File: config.mk
export PLATFORM = sky130hd
export DESIGN_NAME = escape_sequence_unescaper_unit
export DESIGN_NICKNAME = d
export VERILOG_FILES = /design/src/rtl/core/esu_pkg.sv /design/src/rtl/core/esu_decode.sv /design/src/rtl/core/escape_sequence_unescaper_unit.sv
export SDC_FILE = /design/constraint.sdc
export NUM_CORES = 1
export LEC_CHECK = 0
export BUFFER_PORTS_ARGS = -buffer_cell sky130_fd_sc_hd__buf_2
export CAP_MARGIN = 15
export CORE_ASPECT_RATIO = 0.6
export CORE_UTILIZATION = 50
export DETAILED_ROUTE_END_ITERATION = 7
export PLACE_DENSITY = 0.75
export SYNTH_ARGS = -nofsm -noshare
export SYNTH_HDL_FRONTEND = slang
export SYNTH_SLANG_ARGS = --single-unit
File: constraint.sdc
create_clock -name clk -period 3.9 [get_ports clk]
set_clock_uncertainty 0.1 [all_clocks]
set_input_delay 0.975 -clock clk [delete_from_list [all_inputs] [get_ports clk]]
set_output_delay 0.975 -clock clk [all_outputs]
set_load 0.02 [all_outputs]
File: src/rtl/core/esu_pkg.sv
package esu_pkg;

	// character codes used by the decoder
	localparam logic [7:0] CH_BACKSLASH = 8'h5C;
	localparam logic [7:0] CH_CARET     = 8'h5E;
	localparam logic [7:0] CH_ESC       = 8'h1B;
	localparam logic [7:0] CH_ZERO      = 8'h30;
	localparam logic [7:0] CTRL_LOW     = 8'h41;
	localparam logic [7:0] CTRL_HIGH    = 8'h5F;
	localparam logic [7:0] CTRL_OFFSET  = 8'h40;

	// one decoded character
	typedef struct packed {
		logic [7:0] data;
		logic       eos;
	} esu_char_t;

	// what one input beat produces: zero, one or two characters
	typedef struct packed {
		logic [1:0] count;
		esu_char_t  first;
		esu_char_t  second;
	} esu_result_t;

endpackage

File: src/rtl/core/esu_decode.sv
module esu_decode
	import esu_pkg::*;
(
	input  logic        clk,
	input  logic        arst_n,
	input  logic        advance,
	input  logic [7:0]  char_in,
	input  logic        last_in,
	output esu_result_t result
);

	localparam logic [1:0] MODE_NORMAL    = 2'd0;
	localparam logic [1:0] MODE_BACKSLASH = 2'd1;
	localparam logic [1:0] MODE_DIGITS    = 2'd2;
	localparam logic [1:0] MODE_CARET     = 2'd3;
	localparam logic [1:0] MAX_DIGITS     = 2'd3;

	logic [1:0] mode_q, mode_d;
	logic [7:0] value_q, value_d;
	logic [1:0] count_q, count_d;

	logic       is_digit;
	logic [7:0] digit_val;
	logic [7:0] acc_val;
	logic [1:0] acc_count;
	logic [7:0] lower_c;
	logic [7:0] letter_map;

	always_comb begin
		is_digit  = char_in inside {[8'h30:8'h39]};
		digit_val = char_in - CH_ZERO;
		acc_val   = {value_q[4:0], 3'b000} + digit_val;
		acc_count = count_q + 2'd1;
		lower_c   = (char_in inside {[8'h41:8'h5A]}) ? (char_in + 8'h20) : char_in;
		case (lower_c)
			8'h65:   letter_map = CH_ESC;
			8'h6E:   letter_map = 8'h0A;
			8'h72:   letter_map = 8'h0D;
			8'h74:   letter_map = 8'h09;
			8'h62:   letter_map = 8'h08;
			8'h66:   letter_map = 8'h0C;
			default: letter_map = char_in;
		endcase
	end

	always_comb begin
		mode_d  = mode_q;
		value_d = value_q;
		count_d = count_q;
		result  = '0;
		case (mode_q)
			MODE_BACKSLASH: begin
				if (is_digit && !last_in) begin
					mode_d  = MODE_DIGITS;
					value_d = digit_val;
					count_d = 2'd1;
				end else begin
					result.count        = 2'd1;
					result.first.data   = is_digit ? digit_val : letter_map;
					result.first.eos    = last_in;
					mode_d  = MODE_NORMAL;
					value_d = '0;
					count_d = '0;
				end
			end
			MODE_DIGITS: begin
				if (is_digit) begin
					if (acc_count == MAX_DIGITS || last_in) begin
						result.count      = 2'd1;
						result.first.data = acc_val;
						result.first.eos  = last_in;
						mode_d  = MODE_NORMAL;
						value_d = '0;
						count_d = '0;
					end else begin
						value_d = acc_val;
						count_d = acc_count;
					end
				end else begin
					// run closed by a non-digit: value first, then the byte as in normal mode
					result.count      = 2'd1;
					result.first.data = value_q;
					result.first.eos  = 1'b0;
					value_d = '0;
					count_d = '0;
					mode_d  = MODE_NORMAL;
					if (last_in) begin
						result.count       = 2'd2;
						result.second.data = char_in;
						result.second.eos  = 1'b1;
					end else if (char_in == CH_BACKSLASH) begin
						mode_d = MODE_BACKSLASH;
					end else if (char_in == CH_CARET) begin
						mode_d = MODE_CARET;
					end else begin
						result.count       = 2'd2;
						result.second.data = char_in;
					end
				end
			end
			MODE_CARET: begin
				result.count      = 2'd1;
				result.first.data = (char_in >= CTRL_LOW && char_in <= CTRL_HIGH) ?
					(char_in - CTRL_OFFSET) : char_in;
				result.first.eos  = last_in;
				mode_d  = MODE_NORMAL;
				value_d = '0;
				count_d = '0;
			end
			default: begin
				if (last_in) begin
					result.count      = 2'd1;
					result.first.data = char_in;
					result.first.eos  = 1'b1;
				end else if (char_in == CH_BACKSLASH) begin
					mode_d = MODE_BACKSLASH;
				end else if (char_in == CH_CARET) begin
					mode_d = MODE_CARET;
				end else begin
					result.count      = 2'd1;
					result.first.data = char_in;
				end
			end
		endcase
	end

	always_ff @(posedge clk or negedge arst_n) begin
		if (!arst_n) begin
			mode_q  <= MODE_NORMAL;
			value_q <= '0;
			count_q <= '0;
		end else if (advance) begin
			mode_q  <= mode_d;
			value_q <= value_d;
			count_q <= count_d;
		end
	end

	// accumulator is only live inside a digit run
	a_idle_clear: assert property (@(posedge clk) disable iff (!arst_n)
		mode_q != MODE_DIGITS |-> (value_q == 8'd0 && count_q == 2'd0))
		else $error("digit state not cleared outside a run");

	// a run of three is emitted at once, so the count never rests at three
	a_count_range: assert property (@(posedge clk) disable iff (!arst_n)
		count_q != MAX_DIGITS)
		else $error("digit count held at maximum");

	// end of string always flushes the mode
	a_flush: assert property (@(posedge clk) disable iff (!arst_n)
		(advance && last_in) |=> mode_q == MODE_NORMAL)
		else $error("state not flushed after last beat");

endmodule

File: src/rtl/core/escape_sequence_unescaper_unit.sv
// an accepted beat is held in the input register, then decoded into the
// four-entry output queue
// throughput: one input beat per cycle while the output queue has room for two
// characters; a beat that yields two characters is absorbed by the output queue
// reset: arst_n clears the decode mode, digit accumulator, input stage and queue
module escape_sequence_unescaper_unit
	import esu_pkg::*;
(
	input  logic       clk,
	input  logic       arst_n,
	input  logic       s_axis_tvalid,
	output logic       s_axis_tready,
	input  logic [7:0] s_axis_tdata,   // [7:0] in_byte
	input  logic       s_axis_tlast,   // last_byte
	output logic       m_axis_tvalid,
	input  logic       m_axis_tready,
	output logic [7:0] m_axis_tdata,   // [7:0] out_byte
	output logic       m_axis_tlast    // end_of_string
);

	localparam int unsigned QDEPTH = 4;

	// input stage
	logic       valid_s1;
	logic [7:0] char_s1;
	logic       last_s1;
	logic       advance;

	// output queue of decoded characters
	esu_char_t  queue_q [QDEPTH];
	logic [1:0] wr_ptr_q;
	logic [1:0] rd_ptr_q;
	logic [2:0] fill_q;
	logic [2:0] fill_d;
	logic       pop;
	logic [1:0] push_count;

	esu_result_t result;

	// the stage retires its beat only when two queue slots are free,
	// so a double result never overflows
	assign advance       = valid_s1 && (fill_q <= 3'd2);
	assign s_axis_tready = !valid_s1 || advance;

	always_ff @(posedge clk or negedge arst_n) begin
		if (!arst_n) begin
			valid_s1 <= 1'b0;
		end else if (s_axis_tready) begin
			valid_s1 <= s_axis_tvalid;
		end
	end

	// payload of the input stage, no reset needed
	always_ff @(posedge clk) begin
		if (s_axis_tvalid && s_axis_tready) begin
			char_s1 <= s_axis_tdata;
			last_s1 <= s_axis_tlast;
		end
	end

	esu_decode u_decode (
		.clk     (clk),
		.arst_n  (arst_n),
		.advance (advance),
		.char_in (char_s1),
		.last_in (last_s1),
		.result  (result)
	);

	assign push_count = advance ? result.count : 2'd0;
	assign pop        = m_axis_tvalid && m_axis_tready;
	assign fill_d     = fill_q + {1'b0, push_count} - {2'b00, pop};

	always_ff @(posedge clk or negedge arst_n) begin
		if (!arst_n) begin
			wr_ptr_q <= '0;
			rd_ptr_q <= '0;
			fill_q   <= '0;
		end else begin
			wr_ptr_q <= wr_ptr_q + push_count;
			rd_ptr_q <= rd_ptr_q + {1'b0, pop};
			fill_q   <= fill_d;
		end
	end

	// queue entries: first character at the write pointer, second right after
	always_ff @(posedge clk) begin
		if (push_count != 2'd0) begin
			queue_q[wr_ptr_q] <= result.first;
		end
		if (push_count == 2'd2) begin
			queue_q[wr_ptr_q + 2'd1] <= result.second;
		end
	end

	assign m_axis_tvalid = (fill_q != 3'd0);
	assign m_axis_tdata  = queue_q[rd_ptr_q].data;
	assign m_axis_tlast  = queue_q[rd_ptr_q].eos;

	// queue never holds more than its depth
	a_fill_bound: assert property (@(posedge clk) disable iff (!arst_n)
		fill_q <= 3'(QDEPTH))
		else $error("output queue overflow");

	// pointers and fill count stay consistent
	a_ptr_fill: assert property (@(posedge clk) disable iff (!arst_n)
		(fill_q == 3'd0 || fill_q == 3'(QDEPTH)) |-> wr_ptr_q == rd_ptr_q)
		else $error("queue pointers disagree with fill count");

	// a stalled stage keeps its beat
	a_stage_hold: assert property (@(posedge clk) disable iff (!arst_n)
		(valid_s1 && !advance) |=> (valid_s1 && $stable(char_s1) && $stable(last_s1)))
		else $error("input stage lost a beat while stalled");

	// a beat never retires into a queue without room for two characters
	a_room: assert property (@(posedge clk) disable iff (!arst_n)
		advance |-> fill_q <= 3'(QDEPTH - 2))
		else $error("stage retired without room");

endmodule

---- After elaboration in Yosys (flattened, before gate mapping) ----
Memories as Yosys holds them, arrays and structs flattened.
Index checks and enable logic that the tools add are counted.
Widths: inputs -> output; s select.
word-level totals
  memories kept ........................... 1
  flip-flop bits (word level) ............. 29
  bits in writable memories ............... 36
  word-level logic and storage cells ...... 101
  input bits .............................. 13
  output and inout port bits .............. 11
memories
  memory   words  width  rd ports  clocked after Yosys merged registers in  write ports  RTL line                              text
  queue_q  4      9      1         0                                        2            escape_sequence_unescaper_unit.sv:30  esu_char_t queue_q [QDEPTH];
cells by class
  reduce and logical (&&, ||, !) cells .... 17
  order comparisons ....................... 6
  equal/unequal tests ..................... 15
  muxes and demuxes ....................... 43
  add/subtract/negate cells ............... 10
operators with widths
  operator             count
  $mux 8               9
  $eq 8x7->1 const B   8
  $pmux 8 s6           1
  $mux 10              4
  $pmux 11 s3          1
  $mux 2               15
  $mux 9               3
  $pmux 8 s3           1
  $le 8x7->1 const B   2
  $pmux 2 s3           2
  $mux 11              1
  $add 8x6->8 const B  1
  $add 8x8->8          1
  $eq 2x2->1 const B   4
  $ge 8x6->1 const B   1
  $ge 8x7->1 const B   1
  $le 8x6->1 const B   1
  $sub 8x6->8 const B  1
  $sub 8x7->8 const B  1
  $logic_and 1x1->1    7
  $mux 1               6
  $reduce_bool 3->1    2
  $reduce_bool 5->1    1
  $add 2x1->2 const B  2
  other kinds (13)     15

---- Logic depth before layout (Yosys ltp) ----
  word-level depth ........................ 12
  gate-level depth with buffers ........... 15
  gate-level depth less buffers ........... 13

---- Cells and area by module ----
From an unflattened synthesis, not the netlist that was laid out.
unflattened totals
  cell total of the unflattened synthesis .. 397
  area, all modules ....................... 4406.7 sq um
modules (own cells, without submodules)
  module                          area each (sq um)  cells an instance  sequential area each (sq um)  times used
  escape_sequence_unescaper_unit  2565.0             148                1551.5                        1
  esu_decode                      1841.8             249                300.3                         1

---- Least setup slack after synthesis ----
Ideal clock, no wire load.
  path type ............................... reg2reg
  start ................................... register char_s1[6]
  end ..................................... register fill_q[2]
  arrival ................................. 3.130 ns
  clock period less this slack ............ 3.310 ns
  path slack .............................. 0.590 ns
  stages on the path, launching flop included .. 16
  buffers on the path ..................... 2
  required time ........................... 3.720 ns
  library setup time ...................... 0.080 ns
  path through ............................ edfxtp_1 > clkbuf_1 > inv_1 > ha_1 > and2_0 > buf_2 > a31oi_1 > o21ai_4 > o2111a_1 > inv_1 > ha_1 > inv_1 > ha_1 > fa_1 > xnor2_1 > xnor2_1
between the ends
  word-level cells in the longest chain between the ends .. 9
  elaborated cells on any way between the ends .. 18
RTL lines
  item                                                RTL line                              text
  start: declaration                                  escape_sequence_unescaper_unit.sv:25  logic [7:0] char_s1;
  start signal: assignment                            escape_sequence_unescaper_unit.sv:56  char_s1 <= s_axis_tdata;
  branches (longest 5 deep; another with $ge 8x6->1)  n/a
  $pmux 11 s3 (*)                                     esu_decode.sv:51                      case (mode_q)
  $mux 2 (*)                                          escape_sequence_unescaper_unit.sv:70  assign push_count = advance ? result.count : 2'd0;
  $add 3x2->3 (*)                                     escape_sequence_unescaper_unit.sv:72  assign fill_d = fill_q + {1'b0, push_count} - {2'b00, pop};
  $sub 3x1->3 (*)                                     escape_sequence_unescaper_unit.sv:72
  named net fill_d[2]                                 escape_sequence_unescaper_unit.sv:34  logic [2:0] fill_d;
  end signal: assignment                              escape_sequence_unescaper_unit.sv:82  fill_q <= fill_d;
  end: declaration                                    escape_sequence_unescaper_unit.sv:33  logic [2:0] fill_q;
Mark *: on every way through the listed nets, which the timed path passes.
A chain may end at the register's enable or synchronous reset.

==> metrics.csv <==
stage,metric,value,unit
outcome,status,finished clean,
synth,yosys.area_share.adder,6.92,%
floorplanning,die_x,125,um
place,place_area,4770,sq um
sta,finalCriticalPeriod,3.56,ns
cells_and_area,layout.nets,498,
sta,slew_viol_final,0,
synth,synth-main-ff-cell,edfxtp_1,
power,internal_power,2250,uW
synth,synthSimpleGateAreaFrac,18.1,%
cts,clock_path_buffers,2,
place,hpwl,8.80,mm
synth,synth_edf_count,45,
detailed_routing,wire_per_inst,20.3,um
sta,slew_headroom,45.9,%
cells_and_area,antenna_cells,0,
floorplanning,core_area,8690,sq um
floorplanning,boundaryPins,24,
cts,clock_latency,0.34,ns
detailed_routing,drt_iter0_markers,501,
synth,postSynthAreaPerCell,10.4,sq um
grt,grt_max_degree,21,
power,swShare,43.4,%
grt,grt_overflow,0,
floorplanning,row_count,26,
place,routabilityCongestion,1.02,
setup_path,timing.rr.start,char_s1[7]$_DFFE_PP_,
cells_and_area,final_cell_mix,"nand2_1, edfxtp_1, nor2_1, o21ai_0, nand3_1",
flow_run,drv_cap,0,
synth,synth_compound_gate_area_share,20.8,%
grt,antenna_found_initial,0,
setup_path,crit_arrival,3.53,ns
cts,cts_root_buf,clkbuf_16,
synth,synth_xor_area_share,2.99,%
synth,synthMuxAreaShare,4.67,%
power,power_leakage,0.00191,uW
detailed_routing,drtPass1Iterations,7,
cts,post-cts-setup-buffers,0,
cts,cts_max_level,3,
setup_path,worst_r2r_path_depth,9,
cts,cts_buffers,9,
cts,clock-sinks,65,
detailed_routing,drc_errors,0,
detailed_routing,ant_nets,0,
place,io_buffers,23,
setup_path,setup.worst_path.class,reg2reg,
power,seqPwrFrac,31.7,%
setup_path,r2r-end,queue_q[2][4]$_DFFE_PP_,
power,pwr-share-clk,18.3,%
grt,first_global_vias,3499,
synth,seq_area_frac_synth,40.6,%
cells_and_area,area_growth,10.3,%
cts,cts_tree,built,
setup_path,cp_max_fo,10,
sta,tns,0,ns
power,powerDensity,791,nW/um^2
grt,grt_use_total,26.7,%
synth,synthCells,439,
synth,yosysWarnings,0,
sta,whs,0.389,ns
hold_path,holdCritPathClass,reg2reg,
power,power.switching,1720,uW
synth,async_reset_ff_share,30.8,%
hold_path,min_to,u_decode.count_q[1]$_DFFE_PN0P_,
sta,fmax,0.281,GHz
cells_and_area,final_common_cell,nand2_1,
synth,syn_area,4560,sq um
synth,synth_top_family_by_area,compound AO/OA/AOI/OAI gates,
power,comb_power_share,50.0,%
sta,rsz0062_at_grt,false,
power,finalPower,3980,uW
hold_path,holdCritStartpoint,u_decode.count_q[1]$_DFFE_PN0P_,
sta,hold_violations,0,
detailed_routing,viasPerCell,6.33,
synth,ys_types,76,
detailed_routing,vias,3656,
sta,timing.final.crit_share,91.3,%
floorplanning,die_area,9520,sq um
synth,synth.ff_latch_count,65,
cts,cts.repair.resized,0,
sta,finalSetupViolCount,0,
floorplanning,die_h,76.0,um
detailed_routing,drt_wl_total,11.7,mm
sta,worst_slew_pin_slew,0.812,ns
setup_path,r2r_slack,0.34,ns
cells_and_area,final_area,5030,sq um
cells_and_area,post_route_cells_drive_above_1_share,20.4,%
floorplanning,start_util,52.5,%
setup_path,start_kind,flip-flop,
hold_path,whs_path_depth,2,
cts,cts_hold_buf,0,
setup_path,cp.required,3.87,ns
grt,grt_pass1_wl,19.1,mm
power,peakVddDrop,0.000508,V
setup_path,cp-end-kind,flip-flop,
synth,syn_nets,476,
cts,clk_pin_slew,0.06,ns
## through the flow
| stage | setup slack [ns] | instances | util [%] |
|---|---|---|---|
| after floorplan | 0.590 | 439 | - |
| after global placement | 0.491 | 562 | 54.9 |
| after detailed placement | 0.386 | 562 | 54.9 |
| after CTS | 0.381 | 578 | 57.9 |
| after global routing | 0.110 | 578 | 57.9 |
| final | 0.341 | 578 | 57.9 |
## flip-flops by register name, indices dropped and copies added (netlist names)
register and cells:
fill_q 3, last_s1 1, u_decode.mode_q 2, u_decode.count_q 2
valid_s1 1, u_decode.value_q 8, char_s1 8, rd_ptr_q 2
queue_q 36, wr_ptr_q 2
## power groups by stage
stage | Clock, uW | Combinational [uW] | Sequential (uW)
detailed placement | 0 | 1960 | 1270
CTS | 735 | 1970 | 1260
finish | 726 | 1990 | 1260
floorplan | 0 | 1580 | 1120
global route | 769 | 2170 | 1290
global placement | 0 | 1920 | 1260
## metal layers
| metal | vias to the layer above | track usage (%) | part of all wire [%] |
|---|---|---|---|
| met1 | 1771 | 40.2 | 48 |
| met4 | 0 | 6.71 | 0.81 |
| li1 | 1692 | - | - |
| met5 | - | 0 | 0 |
| met3 | 11 | 9.96 | 11 |
| met2 | 182 | 35.6 | 40 |
## kinds of logic after synthesis
| logic type | after synthesis |
|---|---|
| DFF | 65 |
| adders and majority gates | 24 |
| muxes | 10 |
| AOI/OAI and AO/OA | 125 |
| and+or+nand+nor | 149 |
| buffers and inverters | 52 |
| xor gates and xnor gates | 14 |
## cells in the mapped netlist, types with 12 or more instances
cell	n	area (sq um)
buf_2	12	60.1
ha_1	22	275
o21ai_0	28	140
dfrtp_1	20	500
nor2_1	28	105
nand2_1	46	173
edfxtp_1	45	1350
a21oi_1	18	90.1
nand3_1	27	135
inv_1	20	75.1
o21ai_1	15	75.1
## worst max-delay path, stage by stage (launching register included)
cell	delay, ns
edfxtp_1	0.59
clkinv_1	0.34
ha_1	0.38
and4b_1	0.34
a21o_1	0.20
o211a_1	0.28
o211ai_1	0.41
a21oi_1	0.13
o211ai_1	0.37
o21ai_0	0.15
## worst max-delay path by stage
stage | from | end | slack [ns] | cells after the start
after floorplan | char_s1[6]$_DFFE_PP_ | fill_q[2]$_DFF_PN0_ | 0.59 | 15
after global placement | char_s1[7]$_DFFE_PP_ | fill_q[2]$_DFF_PN0_ | 0.49 | 13
after detailed placement | char_s1[7]$_DFFE_PP_ | fill_q[2]$_DFF_PN0_ | 0.39 | 13
after CTS | char_s1[7]$_DFFE_PP_ | fill_q[2]$_DFF_PN0_ | 0.38 | 13
after global routing | char_s1[7]$_DFFE_PP_ | fill_q[2]$_DFF_PN0_ | 0.11 | 13
final | char_s1[7]$_DFFE_PP_ | queue_q[2][4]$_DFFE_PP_ | 0.34 | 9
## layout make-up
| class | instances | area, sq um |
|---|---|---|
| Tap cell | 112 | 140 |
| Timing Repair Buffer | 42 | 258 |
| Inverter | 21 | 78.8 |
| Fill cell | 730 | 3660 |
| Clock inverter | 6 | 35.0 |
| Multi-Input combinational cell | 322 | 2440 |
| Clock buffer | 10 | 229 |
| Sequential cell | 65 | 1850 |
Note: power is estimated with default switching activity, not from simulation.
